===== config.mk =====
export PLATFORM = sky130hd
export DESIGN_NAME = ncs_front
export DESIGN_NICKNAME = d
export VERILOG_FILES = /design/src/rtl/ncs_pkg.sv /design/src/rtl/ncs_front.sv
export SDC_FILE = /design/constraint.sdc
export NUM_CORES = 1
export LEC_CHECK = 0
export ABC_AREA = 1
export BUFFER_PORTS_ARGS = -buffer_cell sky130_fd_sc_hd__buf_2
export CAP_MARGIN = 25
export CORE_ASPECT_RATIO = 0.8
export CORE_MARGIN = 8
export CORE_UTILIZATION = 50
export CTS_CLUSTER_DIAMETER = 30
export DETAILED_ROUTE_END_ITERATION = 10
export GPL_TIMING_DRIVEN = 1
export PLACE_DENSITY = 0.85
export SYNTH_ARGS = -nofsm -noshare
export SYNTH_HDL_FRONTEND = slang
export SYNTH_SLANG_ARGS = --single-unit

===== constraint.sdc =====
create_clock -name i_clk -period 2.5 [get_ports i_clk]
set_clock_uncertainty 0.1 [all_clocks]
set_input_delay 0.5 -clock i_clk [delete_from_list [all_inputs] [get_ports i_clk]]
set_output_delay 0.5 -clock i_clk [all_outputs]
set_load 0.02 [all_outputs]

===== src/rtl/ncs_pkg.sv =====
`default_nettype none
package ncs_pkg;

    localparam int VALUE_W       = 16;
    localparam int ENTRY_W       = 6;
    localparam int COMP_W        = 4;
    localparam int INDEX_W       = 6;
    localparam int DIST_W        = 36;
    localparam int CFG_ENTRIES_W = 7;
    localparam int CFG_LENGTH_W  = 5;
    localparam int CFG_IDX_W     = 2;
    localparam int CFG_DATA_W    = 7;

    localparam int MAX_ENTRIES_DEF = 64;
    localparam int MAX_LENGTH_DEF  = 16;

    localparam logic OP_LOAD  = 1'b0;
    localparam logic OP_QUERY = 1'b1;

    localparam logic [CFG_IDX_W-1:0] CFG_ENTRIES = 2'd0;
    localparam logic [CFG_IDX_W-1:0] CFG_LENGTH  = 2'd1;

    localparam logic [CFG_ENTRIES_W-1:0] ENTRIES_RST = 7'd64;
    localparam logic [CFG_LENGTH_W-1:0]  LENGTH_RST  = 5'd16;

    localparam logic [DIST_W-1:0] DIST_MAX = '1;

    typedef struct packed {
        logic                      op;
        logic [ENTRY_W-1:0]        entry;
        logic [COMP_W-1:0]         component;
        logic signed [VALUE_W-1:0] value;
        logic                      last;
    } t_in_item;

    typedef struct packed {
        logic [INDEX_W-1:0] nearest_index;
        logic [DIST_W-1:0]  distance;
    } t_out_item;

    // decoded command handed from front to back
    typedef struct packed {
        logic                      cb_we;
        logic                      q_we;
        logic                      search;
        logic [ENTRY_W-1:0]        entry;
        logic [COMP_W-1:0]         component;
        logic signed [VALUE_W-1:0] value;
    } t_cmd;

    typedef struct packed {
        logic [CFG_ENTRIES_W-1:0] entries;
        logic [CFG_LENGTH_W-1:0]  length;
    } t_cfg;

    typedef struct packed {
        logic busy;
        logic pipe_active;
    } t_back_stat;

endpackage
`default_nettype wire


===== src/rtl/ncs_front.sv =====
`default_nettype none
module ncs_front #(
    parameter int MAX_ENTRIES = ncs_pkg::MAX_ENTRIES_DEF,
    parameter int MAX_LENGTH  = ncs_pkg::MAX_LENGTH_DEF
) (
    input  wire logic              i_clk,
    input  wire logic              i_rst_n,
    input  wire logic              i_in_valid,
    output logic                   o_in_ready,
    input  wire ncs_pkg::t_in_item i_in_item,
    output logic                   o_cmd_valid,
    input  wire logic              i_cmd_pop,
    output ncs_pkg::t_cmd          o_cmd
);

    ncs_pkg::t_cmd r_q [2];
    logic          r_wp, r_rp;
    logic [1:0]    r_cnt;
    logic [1:0]    n_cnt;
    logic          push;
    logic          ent_ok, comp_ok;
    ncs_pkg::t_cmd cmd;

    // classify: out-of-range indexes write nothing
    always_comb begin
        ent_ok  = 11'(i_in_item.entry) < 11'(MAX_ENTRIES);
        comp_ok = 7'(i_in_item.component) < 7'(MAX_LENGTH);
        cmd.cb_we     = (i_in_item.op == ncs_pkg::OP_LOAD) && ent_ok && comp_ok;
        cmd.q_we      = (i_in_item.op == ncs_pkg::OP_QUERY) && comp_ok;
        cmd.search    = (i_in_item.op == ncs_pkg::OP_QUERY) && i_in_item.last;
        cmd.entry     = i_in_item.entry;
        cmd.component = i_in_item.component;
        cmd.value     = i_in_item.value;
    end

    assign o_in_ready  = (r_cnt != 2'd2);
    assign push        = i_in_valid && o_in_ready;
    assign o_cmd_valid = (r_cnt != 2'd0);
    assign o_cmd       = r_q[r_rp];

    always_comb begin
        n_cnt = r_cnt;
        if (push && !i_cmd_pop) begin
            n_cnt = r_cnt + 2'd1;
        end else if (!push && i_cmd_pop) begin
            n_cnt = r_cnt - 2'd1;
        end
    end

    always_ff @(posedge i_clk) begin
        if (push) begin
            r_q[r_wp] <= cmd;
        end
        if (!i_rst_n) begin
            r_wp  <= 1'b0;
            r_rp  <= 1'b0;
            r_cnt <= 2'd0;
        end else begin
            if (push) begin
                r_wp <= ~r_wp;
            end
            if (i_cmd_pop) begin
                r_rp <= ~r_rp;
            end
            r_cnt <= n_cnt;
        end
    end

endmodule
`default_nettype wire


# Word-level counts from Yosys, hierarchy flattened
# Memories as Yosys holds them, arrays and structs flattened. A register that Yosys moved wholly into a read port is not among the register bits.
# Cells that the tools add are included.
# word_totals
ram_bits	58
elab_cells	24
inputBits	32
memories	1
ff_bits	4
out_inout_bits	31
# classes
bitwise_logic	3
reduce_logical	8
n_addsub	2
muxes	6
n_eq_ne	1
# memory_table
memory	depth	word_bits	rd	rd_clocked_by_memory_dff	wr	line	text
r_q	2	29	1	1	1	ncs_front.sv:16	ncs_pkg::t_cmd r_q [2];
# ops
cell	count
logical AND 1 bit	4
two-way mux 1 bit	4
two-way mux 2 bit	2
nonzero test 2 bit	2
inverter 1 bit	3
adder 2 x 1 -> 2 bit, second input constant	1
zero test 1 bit	2
!= test 2 bit, second input constant	1
subtractor 2 x 1 -> 2 bit, second input constant	1

# Depth between registers and ports, before layout
# logic_depth
ltp_word	6
depth_mapped	11
depth_no_buf	11

# Least setup slack after synthesis
# No wires, ideal clock.
# synth_timing
path_type	flip-flop to flip-flop
start	register r_cnt[0]
end	memory r_q[0][0] (netlist name), enable pin
required_time_ns	1.985
setup_time_ns	0.415
path_stages_with_launch	5
n_path_buf	0
arrival_time_ns	1.931
synth_period_minus_slack_ns	2.446
slack_ns	0.054
path_cell_list	dfxtp_1 -> inv_1 -> nand2_1 -> nand2_1 -> nor2_1
# synth_between
elab_chain_len	4
# synth_rtl
item	line	text
start, declared	ncs_front.sv:18	logic [1:0] r_cnt;
start signal, assigned	ncs_front.sv:65	r_cnt <= n_cnt;
!= test 2 bit	ncs_front.sv:36	assign o_in_ready = (r_cnt != 2'd2);
net o_in_ready	ncs_front.sv:9	output logic o_in_ready,
logical AND 1 bit	ncs_front.sv:37	assign push = i_in_valid && o_in_ready;
two-way mux 1 bit	ncs_front.sv:51	if (push) begin
two-way mux 1 bit (implied by the code)	ncs_front.sv:52	r_q[r_wp] <= cmd;
end, declared	ncs_front.sv:16	
# The timed path passes the listed nets, and every way through them passes these cells.

==> flow_results.org <==
** Finish
- Leaving out fill and tap cells, the most frequent cells in the layout are 62 x buf_2, 58 x edfxtp_1, 19 x mux2_2.
- Counting the fill cells in the layout gives 339.
- At the end of the flow, the number of nets in the layout was 238.
- Area of all sequential standard cells :: 1840 sq um
- 0 antenna diodes ended up in the layout.
- The post-route netlist has 53.6% of its cells at a drive strength greater than 1.
- Most common library cell in the layout ignoring fill and taps :: buf_2
- Area Growth Syn to Fin :: 26.2%
- Footprint of the multi-input gates :: 475 sq um

** Global route
- Via count of the first global-routing pass :: 1397
- Total congestion overflow :: 0
- Global-route wire length before repair :: 6.68 mm
- Global router's overall resource usage :: 12.3%
- Pin count of the biggest net entering global routing :: 20
- Initial antenna violation count :: 0

** Setup path
- For the worst setup path, the data required time is 1.90 ns.
- Worst setup path category :: reg -> out
- Broken down by cell family, the worst path's largest delay share belongs to flip-flops.
- In this run the worst path has a maximum fanout of 8.
- Delay contributed by the slowest stage of the critical path :: 0.52 ns
- The worst setup path is captured at an output pin.
- Number of buffer and inverter instances along the worst setup path :: 2
- Among all stages on the critical path, the largest delay is contributed by dfxtp_1.
- The critical path goes through buf_4 -> mux2_2 -> buf_2.
- STA classifies the critical path startpoint as a flop.
- Data on the critical path arrives at its endpoint at 1.60 ns.

** Logic synthesis
- YS warnings :: 0
- Net count of the mapped netlist :: 162
- Fraction of synthesized cell area taken by the top area cell type :: 73.3%
- Of all cell types, the one taking the most synthesized area is edfxtp_1.
- Synth Area per Inst :: 18.4 sq um
- Netlist area before placement :: 2380 sq um
- Cell variety after synth :: 14
- Synthesis handed over a netlist of 129 instances.
- After synthesis, the cell types taking the most area are edfxtp_1 73%, mux2_2 9.0%, mux2_4 6.3%.
- Sequential fraction of the synthesis area :: 77.5%
- Counting flops and latches in the post-synthesis netlist gives 63.

** Clocking
- TritonCTS built the clock tree.
- Clock-pin slew was measured on the worst setup and hold paths at 0.06 ns.
- In this run, post-CTS hold repair placed 0 buffers.
- Deepest level of the CTS H-tree :: 3
- The clock passes through at most 2 buffers.
- Clock latency at the later pin of the worst-skew pair :: 0.33 ns
- In this run, post-CTS repair resized a total of 0 instances.
- The clock drives 63 sinks.
- Buffers added to address setup during post-CTS repair amount to 0.
- The root buffer cell chosen for the clock tree is clkbuf_8.
- The number of clock buffers added by TritonCTS is 9.

** Routing
- For this block, the via count after detailed routing is 1286.
- Antenna Violating Nets Remaining :: 0
- The first detailed-routing pass took 4 iterations.
- Total wire length after detailed routing :: 4.15 mm
- After detailed routing, the average wire length per cell comes to 15.4 um.
- After detailed routing, the number of remaining DRC violations is 0.
- Number of violations reported at the end of detailed-routing iteration 0 :: 64
- In the routed layout, each cell is associated on average with a via count of 4.78.

** Floorplanning
- The floorplan has 22 rows.
- I/O Pins :: 63
- Measured along the y axis, the die boundary spans 77.7 um.
- Floorplan Core Area :: 4570 sq um
- The floorplan step set the die width to 93.1 um.
- Floorplan die area :: 7230 sq um
- Once the floorplan was initialized, standard cells occupied 52.0% of the core.

** Timing
- Hold is met by 0.257 ns.
- Setup repair after global routing left no endpoint under its margin.
- Setup-violating endpoint count in the final report :: 0
- The max-slew violation count came to 0.
- For the pin with the worst max-slew slack, the measured transition is 0.336 ns.
- The worst path uses 88.0% of the clock period.
- The final hold violation count was 0.
- Counting I/O delays and the setup requirement, the final critical path takes 2.20 ns.
- Headroom to the max-slew limit came out at 77.6%.
- Maximum clock frequency :: 454 MHz
- Final sum of negative setup slack :: 0 ns

** Placement
- DP HPWL :: 3.07 mm
- Routability-driven placement finished with a final weighted congestion of 0.680.
- In this run the tool buffered the top-level ports with 62 buffer cells.

** Min path
- The worst hold path belongs to the class in -> reg.

** Power and ir drop
- Power Dens Cells :: 843 nW/um^2
- Static leakage :: 1.22 nW
- The worst-case IR drop observed on VDD is 0.561 mV.

** Flow run
- MaxCap Viol Count :: 0

** Status
- The run finished with clean final reports.
## worst reg2reg max path, stage by stage (launching register included)
cell     delay [ns]
dfxtp_1        0.31
inv_1          0.12
nand2_1        0.08
nand2_1        0.16
inv_1          0.08
ha_1           0.31
inv_1          0.08
nand3_1        0.08
nand2_1        0.06
inv_1          0.03
nor2_1         0.09
## layer usage
layer	part of all wire [%]	track usage, %
met5	0	0
met4	0.55	4.33
met3	9.5	8.17
met2	48	19.3
met1	42	13.1
## path summary, 6_finish.rpt
path,cells past startpoint,startpoint,slack [ns],endpoint
worst min-delay path,1,i_in_item[22],0.26,r_q[0][21]
worst max-delay path,3,flop,0.30,o_cmd[26]
worst max register to register,10,r_cnt[0],0.93,r_cnt[1]
worst min register to register,2,r_rp,0.42,r_rp
## per-stage QoR
stage                     std cells  total power [mW]  util, %  worst slack, ns  cell area, sq um
after floorplan                 129              1.53        -           0.0538              2380
after global placement          254              1.66     61.2            0.665              2800
after detailed placement        254              1.67     61.2            0.643              2800
after CTS                       269              2.57     65.6            0.267              3000
after global routing            269              2.65     65.6            0.196              3000
final                           269              2.53     65.6            0.299              3000
## where the power goes
group / internal [mW] / total (mW) / switching [mW]
clock network: 0.548 / 0.889 / 0.340
registers: 1.25 / 1.28 / 0.0268
logic: 0.149 / 0.362 / 0.212
## registers in the layout, summed over array words and instances (netlist names), named ones only
register	flops
r_q	58
r_cnt	2
r_rp	1
r_wp	1
## synthesized netlist by cell type
master / count
a21oi_1: 1
o21ai_0: 2
inv_1: 10
nand2_1: 10
buf_2: 1
mux2_4: 10
buf_6: 2
nand3_1: 1
nor2_1: 8
mux2_2: 19
edfxtp_1: 58
nand4_1: 1
dfxtp_1: 5
ha_1: 1
## cells by family (layout without fill, tap and decap cells)
family / after synthesis / count (layout) / synth area share, %
buffers and inverters: 13 / 93 / 2.74
AO/OA/AOI/OAI: 3 / 3 / 0.631
flip-flops: 63 / 63 / 77.5
multiplexers: 29 / 29 / 15.3
adder cells (fa/ha/maj): 1 / 1 / 0.526
AND/OR/NAND/NOR: 20 / 20 / 3.32
## final cells by class
class                   instances  share of cell area (%)
clock buffers                  10                    4.26
multi-input cells              53                    15.9
clock inverters                 5                    2.46
inverters                      10                    1.25
well taps                      60                    2.50
flip-flops and latches         63                    61.4
repair buffers                 68                    12.3
(Power assumes the default switching activity.)
